### config.mk
export PLATFORM = sky130hd
export DESIGN_NAME = ebtf_ctrl
export DESIGN_NICKNAME = d
export VERILOG_FILES = /design/src/rtl/ebtf_pkg.sv /design/src/rtl/ebtf_ctrl.sv
export SDC_FILE = /design/constraint.sdc
export NUM_CORES = 1
export LEC_CHECK = 0
export ABC_AREA = 0
export BUFFER_PORTS_ARGS = -buffer_cell sky130_fd_sc_hd__buf_4
export CAP_MARGIN = 0
export CORE_AREA = 2 2 39 41
export CTS_CLUSTER_DIAMETER = 60
export DETAILED_ROUTE_END_ITERATION = 10
export DIE_AREA = 0 0 41 43
export SYNTH_ARGS = -nofsm -noshare
export SYNTH_HDL_FRONTEND = slang
export SYNTH_SLANG_ARGS = --single-unit
### constraint.sdc
create_clock -name clock -period 2.1 [get_ports clock]
set_input_delay 0.42 -clock clock [delete_from_list [all_inputs] [get_ports clock]]
set_output_delay 0.42 -clock clock [all_outputs]
set_load 0.02 [all_outputs]
### src/rtl/ebtf_pkg.sv
// ----------------------------------------------------------------------------
// EDID timing filter package
// Types, constants and byte rewrite functions shared by the filter modules.
// ----------------------------------------------------------------------------
`default_nettype none

package ebtf_pkg;

   localparam int BLOCK_BYTES = 128;
   localparam int IDX_W       = $clog2(BLOCK_BYTES);
   localparam int DESC_FIRST  = 54;
   localparam int DESC_STRIDE = 18;
   localparam int DESC_COUNT  = 4;
   localparam int DESC_HELD   = 8;
   localparam int OFF_W       = $clog2(DESC_HELD);
   localparam int DIM_W       = 12;
   localparam int AREA_W      = 2 * DIM_W;
   localparam int TOT_W       = DIM_W + 1;

   localparam logic [IDX_W-1:0] IDX_LAST    = IDX_W'(BLOCK_BYTES - 1);
   localparam logic [IDX_W-1:0] IDX_ESTAB0  = IDX_W'(35);
   localparam logic [IDX_W-1:0] IDX_ESTAB1  = IDX_W'(36);
   localparam logic [IDX_W-1:0] IDX_ESTAB2  = IDX_W'(37);
   localparam logic [IDX_W-1:0] IDX_STD_LO  = IDX_W'(38);
   localparam logic [IDX_W-1:0] IDX_STD_HI  = IDX_W'(53);
   localparam logic [IDX_W-1:0] IDX_FIX_LO  = IDX_W'(54);
   localparam logic [IDX_W-1:0] IDX_FIX_HI  = IDX_W'(61);
   localparam logic [OFF_W-1:0] OFF_LAST    = OFF_W'(DESC_HELD - 1);

   typedef logic [1:0] mode_type;
   localparam mode_type MODE_PASS      = 2'd0;
   localparam mode_type MODE_FULL      = 2'd1;
   localparam mode_type MODE_FIXED_800 = 2'd2;
   localparam mode_type MODE_FIXED_640 = 2'd3;

   localparam int CSR_IDX_W  = 2;
   localparam int CSR_DATA_W = DIM_W;
   localparam logic [CSR_IDX_W-1:0] CSR_FILTER_MODE = 2'd0;
   localparam logic [CSR_IDX_W-1:0] CSR_MAX_WIDTH   = 2'd1;
   localparam logic [CSR_IDX_W-1:0] CSR_MAX_HEIGHT  = 2'd2;

   localparam logic [DIM_W-1:0] MAX_WIDTH_RESET  = 12'd1920;
   localparam logic [DIM_W-1:0] MAX_HEIGHT_RESET = 12'd1080;

   localparam logic [7:0] EST_FULL_0  = 8'h21;
   localparam logic [7:0] EST_FULL_1  = 8'h08;
   localparam logic [7:0] EST_ZERO    = 8'h00;
   localparam logic [7:0] EST_800     = 8'h01;
   localparam logic [7:0] EST_640     = 8'h20;
   localparam logic [7:0] STD_UNUSED  = 8'h01;
   localparam logic [7:0] H_BLANK     = 8'd128;
   localparam logic [7:0] V_BLANK     = 8'd32;

   localparam logic [7:0] FIXED_800 [DESC_HELD] =
      '{8'h40, 8'h0B, 8'h20, 8'h00, 8'h30, 8'h58, 8'h00, 8'h20};
   localparam logic [7:0] FIXED_640 [DESC_HELD] =
      '{8'h3F, 8'h07, 8'h80, 8'h00, 8'h20, 8'hE0, 8'h00, 8'h10};

   // Pixel clock in 10 kHz units is P * 60 / 10000 = ((3 * P) >> 2) / 125.
   // The division by 125 is a multiply by ceil(2^32 / 125) and a shift.
   localparam int MUL_A_W     = 24;
   localparam int MUL_B_W     = 26;
   localparam int MUL_P_W     = MUL_A_W + MUL_B_W;
   localparam int CLK_PROD_W  = 25;
   localparam int RECIP_SHIFT = 32;
   localparam int PCLK_W      = 16;
   localparam logic [MUL_B_W-1:0] RECIP_MULT = 26'd34359739;

   typedef enum logic [1:0] {
      KIND_PLAIN,
      KIND_CHECK,
      KIND_STORE,
      KIND_LAST
   } kind_type;

   typedef enum logic [1:0] {
      MUL_AREA,
      MUL_LIMIT,
      MUL_CLOCK,
      MUL_RECIP
   } mul_sel_type;

   typedef struct packed {
      logic        load_in;
      logic        commit;
      logic        mul_en;
      mul_sel_type mul_sel;
      logic        cap_area;
      logic        cap_limit;
      logic        fix;
      logic        emit;
   } cmd_type;

   typedef struct packed {
      kind_type kind;
      logic     out_free;
      logic     emit_last;
   } status_type;

   typedef struct packed {
      logic             hit;
      logic [OFF_W-1:0] off;
   } slot_type;

   function automatic slot_type desc_slot(input logic [IDX_W-1:0] idx);
      slot_type s;
      int       base;
      s = '0;
      for (int k = 0; k < DESC_COUNT; k++) begin
         base = DESC_FIRST + k * DESC_STRIDE;
         if (int'(idx) >= base && int'(idx) < base + DESC_HELD) begin
            s.hit = 1'b1;
            s.off = OFF_W'(int'(idx) - base);
         end
      end
      return s;
   endfunction

   function automatic logic [7:0] rewrite(input mode_type         mode,
                                          input logic [IDX_W-1:0] idx,
                                          input logic [7:0]       b);
      logic [7:0]       r;
      logic [OFF_W-1:0] t;
      r = b;
      t = OFF_W'(idx - IDX_FIX_LO);
      case (mode)
         MODE_FULL: begin
            if (idx == IDX_ESTAB0) r = EST_FULL_0;
            else if (idx == IDX_ESTAB1) r = EST_FULL_1;
            else if (idx == IDX_ESTAB2) r = EST_ZERO;
         end
         MODE_FIXED_800, MODE_FIXED_640: begin
            if (idx == IDX_ESTAB0) begin
               r = (mode == MODE_FIXED_800) ? EST_800 : EST_640;
            end else if (idx == IDX_ESTAB1 || idx == IDX_ESTAB2) begin
               r = EST_ZERO;
            end else if (idx inside {[IDX_STD_LO:IDX_STD_HI]}) begin
               r = STD_UNUSED;
            end else if (idx inside {[IDX_FIX_LO:IDX_FIX_HI]}) begin
               r = (mode == MODE_FIXED_800) ? FIXED_800[t] : FIXED_640[t];
            end
         end
         default: r = b;
      endcase
      return r;
   endfunction

endpackage

`default_nettype wire

### src/rtl/ebtf_ctrl.sv
// ----------------------------------------------------------------------------
// EDID timing filter controller
// Sequences request intake, descriptor evaluation and the eight-byte flush.
// ----------------------------------------------------------------------------
`default_nettype none

module ebtf_ctrl import ebtf_pkg::*; (
   input  logic       clock,
   input  logic       reset,
   input  logic       req_valid,
   output logic       req_ready,
   input  status_type stat,
   output cmd_type    cmd
);

   typedef enum logic [2:0] {
      ST_IDLE,
      ST_DECIDE,
      ST_M_AREA,
      ST_M_LIMIT,
      ST_M_CLOCK,
      ST_M_RECIP,
      ST_FIX,
      ST_EMIT
   } state_type;

   state_type state_ff, state_in;
   logic      req_ready_ff;

   assign req_ready = req_ready_ff;

   always_comb begin
      cmd      = '0;
      state_in = state_ff;
      case (state_ff)
         ST_IDLE: begin
            cmd.load_in = req_valid && req_ready_ff;
            if (req_valid && req_ready_ff) state_in = ST_DECIDE;
         end
         ST_DECIDE: begin
            if (stat.kind inside {KIND_STORE, KIND_LAST} || stat.out_free) begin
               cmd.commit = 1'b1;
               state_in   = (stat.kind == KIND_LAST) ? ST_M_AREA : ST_IDLE;
            end
         end
         ST_M_AREA: begin
            cmd.mul_en  = 1'b1;
            cmd.mul_sel = MUL_AREA;
            state_in    = ST_M_LIMIT;
         end
         ST_M_LIMIT: begin
            cmd.mul_en   = 1'b1;
            cmd.mul_sel  = MUL_LIMIT;
            cmd.cap_area = 1'b1;
            state_in     = ST_M_CLOCK;
         end
         ST_M_CLOCK: begin
            cmd.mul_en    = 1'b1;
            cmd.mul_sel   = MUL_CLOCK;
            cmd.cap_limit = 1'b1;
            state_in      = ST_M_RECIP;
         end
         ST_M_RECIP: begin
            cmd.mul_en  = 1'b1;
            cmd.mul_sel = MUL_RECIP;
            state_in    = ST_FIX;
         end
         ST_FIX: begin
            cmd.fix  = 1'b1;
            state_in = ST_EMIT;
         end
         ST_EMIT: begin
            if (stat.out_free) begin
               cmd.emit = 1'b1;
               if (stat.emit_last) state_in = ST_IDLE;
            end
         end
         default: state_in = ST_IDLE;
      endcase
   end

   always_ff @(posedge clock) begin
      if (reset) begin
         state_ff     <= ST_IDLE;
         req_ready_ff <= 1'b0;
      end else begin
         state_ff     <= state_in;
         req_ready_ff <= (state_in == ST_IDLE);
      end
   end

endmodule

`default_nettype wire

## Yosys cells after proc, flatten, opt, wreduce, memory -nomap -nowiden

Cells that the tools add are included.

- Flip-flop bits (word level): 4

- Eq/ne operators: 9
- Muxes and demuxes: 15
- Reductions and logical operators: 5

Operator list:

| cell | count |
|---|---|
| 3-bit case mux with 8 select lines | 1 |
| 3-bit equality test (second input constant) | 4 |
| 3-bit two-way mux | 4 |
| 3-bit case mux with 4 select lines | 1 |
| 1-bit two-way mux | 8 |
| 3-bit by 2-bit equality test with 1-bit output (second input constant) | 2 |
| 3-bit zero test | 2 |
| 2-bit equality test (second input constant) | 2 |
| 3-bit by 1-bit equality test with 1-bit output (second input constant) | 1 |
| 2-bit two-way mux | 1 |
| 2-bit nonzero test | 1 |
| 1-bit logical AND | 1 |
| 1-bit logical OR | 1 |

## Depth between registers and ports, before layout

Gate-level depths: netlist of the first run.

- Word-level depth: 6
- Depth in mapped cells: 7
- Gate-level depth less buffers: 6

## Worst setup path before layout of the first run

No wires, ideal clock.

- Path type: register to register
- Start point: register state_ff[1]
- End point: register req_ready_ff, in the netlist req_ready
- Arrival time: 1.979 ns
- Data required time: 2.013 ns
- Setup slack: 0.034 ns
- Cell stages (with the launch flop): 8
- Buffers on the path: 1
- Clock period less this slack: 2.066 ns
- Path through: dfxtp_1 -> clkbuf_1 -> inv_1 -> ha_1 -> nor3_1 -> a2111oi_0 -> a311o_1 -> nor4b_2

- Cells in the longest elaborated chain, start to end: 4

RTL lines:

| what | RTL line | source |
|---|---|---|
| start, declared | ebtf_ctrl.sv:27 | `state_type state_ff, state_in;` |
| start signal, assigned | ebtf_ctrl.sv:87 | `state_ff <= state_in;` |
| 3-bit two-way mux | ebtf_ctrl.sv:75 | `if (stat.emit_last) state_in = ST_IDLE;` |
| 3-bit two-way mux | ebtf_ctrl.sv:73 | `if (stat.out_free) begin` |
| 3-bit case mux with 8 select lines * | ebtf_ctrl.sv:35 | `case (state_ff)` |
| 3-bit zero test * | ebtf_ctrl.sv:88 | `req_ready_ff <= (state_in == ST_IDLE);` |
| end signal, assigned | ebtf_ctrl.sv:88 |  |
| end, declared | ebtf_ctrl.sv:28 | `logic req_ready_ff;` |

Every way passes the cells marked *; elsewhere a longest branch is shown, timed or not.
A chain may end at the register's enable or synchronous reset.

==> impl_metrics.yaml, run 1 <==
synth:
  synthDistinctLibCells: 24
  synth_area_um2: 370.4
  avgSynthCellArea_um2: 7.407
  synth.net_count: 61
  ys_warn_count: 0
  ys_seq_area_share_pct: 21.62
  ys_ff_latch: 4
  syn_inst: 50
grt:
  antenna_found_initial: 0
  grt_usage_pct: 12.25
  grt_pass1_wl_mm: 1.476
  gr-total-overflow: 0
  grt_max_degree: 11
  grt_pass1_vias: 401
critical_path:
  worstPathArrival_ps: 1400
  cp_top_family: "simple AND/OR/NAND/NOR gates"
  path_cells: "buf_4 > or3b_4 > nor2_1 > buf_4"
  reg2reg_from: "state_ff[2]"
  cp_max_fo: 10
  cp_num_cells: 4
  criticalPathCategory: "reg -> out"
  start_kind: "flop"
  slowest_stage: "or3b_4"
  r2r_cells: 5
  startpoint: "state_ff[2]"
  crit_required_ps: 1680
  critPathMaxStageDelay_ps: 390
  crit_buf_inv: 2
  path_common_cell: "buf_4"
  cp-end-kind: "output port"
power_and_ir_drop:
  power_density_nw_per_um2: 563.9
  netSwitchingFraction_pct: 31.69
  vdd_drop_max_v: 0.0002605
  internal-power_mw: 0.2126
  leakagePower_nw: 0.2692
  clkPwrFrac_pct: 29.6
  p_sw_mw: 0.09860
  p_seq_share_pct: 29.1
  combPwrFrac_pct: 41.3
floorplanning:
  core_area_um2: 1384
  die_area_um2: 1763
  die_w_um: 41
  initial_utilization_pct: 26.76
  num_rows: 14
  fp.dieH_um: 43
  ios: 17
placement:
  placed_area_um2: 529.3
  dp_slack_ps: 300.8
  dp_hpwl_um: 714.8
  placedCellCount: 83
  port_buffers: 16
  place.gp.congestion: 0.8154
cells_and_area:
  syn2layout_area_growth_pct: 48.99
  multi_input_area_um2: 264.0
  fillers: 155
  finalNetCount: 83
  fin_area_um2: 551.8
  final_cells: 86
  drive_gt1_share_pct: 37.14
  regArea_um2: 80.08
  final_common_cell: "buf_4"
  n_antenna_cell: 0
  final_cell_mix: "20 x buf_4, 6 x nor2_1, 5 x nand2_1, 5 x nor3_1"
clocking:
  cts_resized: 0
  cts_buffers: 3
  clock_latency_ps: 230
  path_clk_slew_ps: 40
  ctsHtreeMaxLevel: 1
  cts.sinks: 4
  post_cts_buffers: 0
  cts_tree: "built"
  clk_path_buf_depth: 2
  root_buffer: "clkbuf_4"
  cts_hold_repair.buffers: 0
routing:
  via_count: 412
  final_antenna_net_count: 0
  vias_per_cell: 4.791
  first_pass_iters: 2
  routedWlPerCell_um: 10.19
  drt-total-wl_um: 876
  drc: 0
  drtIter0Drc: 5
flow_run:
  maxCapViolations: 0
sta:
  totalNegativeSetupSlack_ps: 0
  tightestPinTransition_ps: 413.9
  skew_ps: 2.517
  max_freq_ghz: 0.5501
  finalSetupViolCount: 0
  relSlewSlack_pct: 71.69
  period_needed_ps: 1818
  setup_ws_ps: 282.3
  drv_slew: 0
  hold_viol: 0
  period_share_pct: 86.56
  rsz0062_at_grt: "no"
  hold_slack_ps: 378.3
min_path:
  hp-start: "reset"
  hold_class: "in -> reg"
  holdPathStages: 2
run_status:
  status: "completed"
[through the flow]
stage	total power [mW]	utilization (%)
finish	0.3112	39.87
global route	0.3403	39.87
CTS	0.3167	39.87
detailed placement	0.2203	38.25
global placement	0.2195	38.25
floorplan	0.1729	-
[logic make-up (layout without fill, tap and decap cells)]
family	Yosys count	in the layout	share of synthesized area, %
flip-flops	4	4	21.62
adder cells (fa/ha/maj)	4	4	13.51
buffers and inverters	7	27	7.093
XOR/XNOR	1	1	2.365
AND/OR/NAND/NOR	25	25	37.50
AO/OA/AOI/OAI	9	9	17.91
[cell type report]
| class | instances | area share, % |
|---|---|---|
| Multi-Input combinational cell | 39 | 47.85 |
| Inverter | 4 | 2.721 |
| Tap cell | 16 | 3.628 |
| Sequential cell | 4 | 14.51 |
| Clock buffer | 3 | 4.082 |
| Timing Repair Buffer | 20 | 27.21 |
[power groups by stage]
stage	logic (mW)	clock network, mW	registers, mW
finish	0.128	0.0920	0.0907
global route	0.142	0.106	0.0918
CTS	0.129	0.0971	0.0906
detailed placement	0.129	0	0.0916
global placement	0.128	0	0.0918
floorplan	0.0761	0	0.0968
[per-layer routing]
metal | track usage [%] | part of all wire (%) | vias to the layer above
li1 | - | - | 215
met1 | 14.79 | 46 | 187
met2 | 17.50 | 50 | 8
met3 | 3.141 | 3.3 | 2
met4 | 9.333 | 0.91 | 0
met5 | 0 | 0 | -
[synth_stat cells, drive strengths merged]
cell type / number / share of area [%]
ha: 4 / 14
nor4: 1 / 1.7
a311o: 1 / 2.7
or3b: 1 / 3.0
o22ai: 1 / 1.7
clkbuf: 3 / 3.0
nand2: 5 / 5.1
o21a: 1 / 2.0
nand4: 1 / 1.7
xnor2: 1 / 2.4
nor3: 5 / 6.8
o22a: 1 / 2.4
o21ai: 1 / 1.4
nor2: 6 / 6.1
inv: 4 / 4.1
and2: 2 / 4.1
and3: 1 / 1.7
a21oi: 2 / 2.7
nor2b: 2 / 3.4
dfxtp: 4 / 22
nor4b: 1 / 4.1
a2111oi: 1 / 2.4
o32a: 1 / 2.7
[path summary, 6_finish.rpt]
kind | end | slack (ps)
setup / recovery | cmd[7] | 280
hold / removal | state_ff[0] | 380
setup reg to reg | req_ready | 310
hold reg to reg | state_ff[2] | 720
[sequential cells by signal, indices dropped and copies added (netlist names)]
name and cells:
state_ff 3, req_ready 1
Note: power is estimated with default switching activity, not from simulation.
==> run 2: changes to the inputs <==
CELL_PAD_IN_SITES_DETAIL_PLACEMENT = 0   (was default)
CELL_PAD_IN_SITES_GLOBAL_PLACEMENT = 1   (was default)
CORE_AREA = default   (was 2 2 39 41)
CORE_UTILIZATION = 26   (was default)
DIE_AREA = default   (was 0 0 41 43)
PLACE_DENSITY_LB_ADDON = 0.1   (was default)
==> impl_metrics.yaml, run 2 (synthesis results as in run 1) <==
cells_and_area:
  largest_reg_flops: 3
  fin_area_um2: 550.5
  finalNetCount: 83
  final_common_cell: "buf_4"
  finalCoreUtilization_pct: 41.79
  fillers: 146
  n_antenna_cell: 0
  top_register: "state_ff"
  final_cell_mix: "20 x buf_4, 6 x nor2_1, 5 x nand2_1, 5 x nor3_1"
  drive_gt1_share_pct: 37.14
  syn2layout_area_growth_pct: 48.65
critical_path:
  start_kind: "flop"
  criticalPathCategory: "reg -> out"
  critPathMaxStageDelay_ps: 400
  r2r-end: "req_ready"
  crit_required_ps: 1680
  worstPathArrival_ps: 1450
  slowest_stage: "or3b_4"
  reg2reg_from: "state_ff[1]"
  regToRegSetupSlack_ps: 250
  endpoint: "cmd[7]"
  cp-end-kind: "output port"
  path_common_cell: "buf_4"
  path_cells: "buf_4 > or3b_4 > nor2_1 > buf_4"
  r2r_cells: 7
  startpoint: "state_ff[2]"
  cp_max_fo: 8
sta:
  skew_ps: 4.343
  period_needed_ps: 1865
  max_freq_ghz: 0.5362
  drv_slew: 0
  relSlewSlack_pct: 68.04
  period_share_pct: 88.81
  rsz0062_at_grt: "no"
  hold_viol: 0
  tightestPinTransition_ps: 467.3
  totalNegativeSetupSlack_ps: 0
  finalSetupViolCount: 0
floorplanning:
  ios: 17
  initial_utilization_pct: 28.11
  die_area_um2: 1579
  core_area_um2: 1318
  die_w_um: 39.74
  num_rows: 13
  fp.dieH_um: 39.74
placement:
  place.gp.congestion: 0.6871
  dp_hpwl_um: 694.6
  port_buffers: 16
  placed_area_um2: 528.0
routing:
  drt-total-wl_um: 908
  drc: 0
  first_pass_iters: 4
  vias_per_cell: 4.776
  final_antenna_net_count: 0
  routedWlPerCell_um: 10.68
  via_count: 406
  drtIter0Drc: 11
grt:
  antenna_found_initial: 0
  gr-total-overflow: 0
  grt_max_degree: 11
  grt_pass1_vias: 309
  grt_usage_pct: 12.41
  grt_pass1_wl_mm: 1.235
power_and_ir_drop:
  leakagePower_nw: 0.2692
  internal-power_mw: 0.2127
  combPwrFrac_pct: 40.9
  vdd_drop_max_v: 0.0003285
  clkPwrFrac_pct: 29.8
  netSwitchingFraction_pct: 32.23
  power_density_nw_per_um2: 570.0
  p_sw_mw: 0.1011
  p_total_mw: 0.3138
  p_seq_share_pct: 29.2
clocking:
  ctsHtreeMaxLevel: 1
  post_cts_buffers: 0
  clock_latency_ps: 230
  root_buffer: "clkbuf_4"
  cts.sinks: 4
  cts_resized: 0
  cts_buffers: 3
  clk_path_buf_depth: 2
  cts_hold_repair.buffers: 0
  path_clk_slew_ps: 40
  cts_tree: "built"
flow_run:
  maxCapViolations: 0
min_path:
  hold_class: "in -> reg"
run_status:
  status: "completed"
-- run 2: worst min path at each step --
stage	startpoint	endpoint	slack (ps)	depth (start not counted)
floorplan	reset	req_ready	490	1
global placement	reset	state_ff[0]	620	2
detailed placement	reset	state_ff[0]	610	2
CTS	reset	state_ff[0]	360	2
global route	reset	state_ff[2]	370	2
finish	reset	state_ff[0]	370	2
-- run 2: per-stage QoR --
stage          instances  worst slack (ps)  hold WS, ps
4_1_cts               85             223.5        363.1
5_1_grt               85             115.4        368.3
3_5_place_dp          82             265.0        614.4
2_1_floorplan         50             33.66        491.4
6_report              85             234.9        372.6
3_3_place_gp          82             308.8        615.9
-- run 2: power groups by stage --
| stage | clock network (mW) | registers [mW] | logic, mW |
|---|---|---|---|
| CTS | 0.0989 | 0.0923 | 0.129 |
| floorplan | 0 | 0.0968 | 0.0761 |
| finish | 0.0936 | 0.0917 | 0.128 |
| global placement | 0 | 0.0928 | 0.129 |
| detailed placement | 0 | 0.0936 | 0.128 |
| global route | 0.105 | 0.0933 | 0.141 |
-- run 2: area by class of cell --
cell class / instances / area [um2] / area share (%)
repair buffers: 20 / 150.1 / 27.27
multi-input cells: 39 / 264.0 / 47.95
inverters: 4 / 15.01 / 2.727
clock buffers: 3 / 22.52 / 4.091
well taps: 15 / 18.77 / 3.409
flip-flops and latches: 4 / 80.08 / 14.55
-- run 2: worst max-delay path: cells and delay by family, from the launching register on --
family        cells  cell delay, ps
buf+inv           2             330
flops             1             370
simple gates      2             500
-- run 2: routing by layer --
| metal | track usage [%] | vias to the layer above | wire length, um |
|---|---|---|---|
| li1 | - | 215 | - |
| met1 | 14.43 | 176 | 454 |
| met5 | 0 | - | 0 |
| met3 | 3.409 | 2 | 36 |
| met2 | 18.44 | 13 | 398 |
| met4 | 10.34 | 0 | 19 |
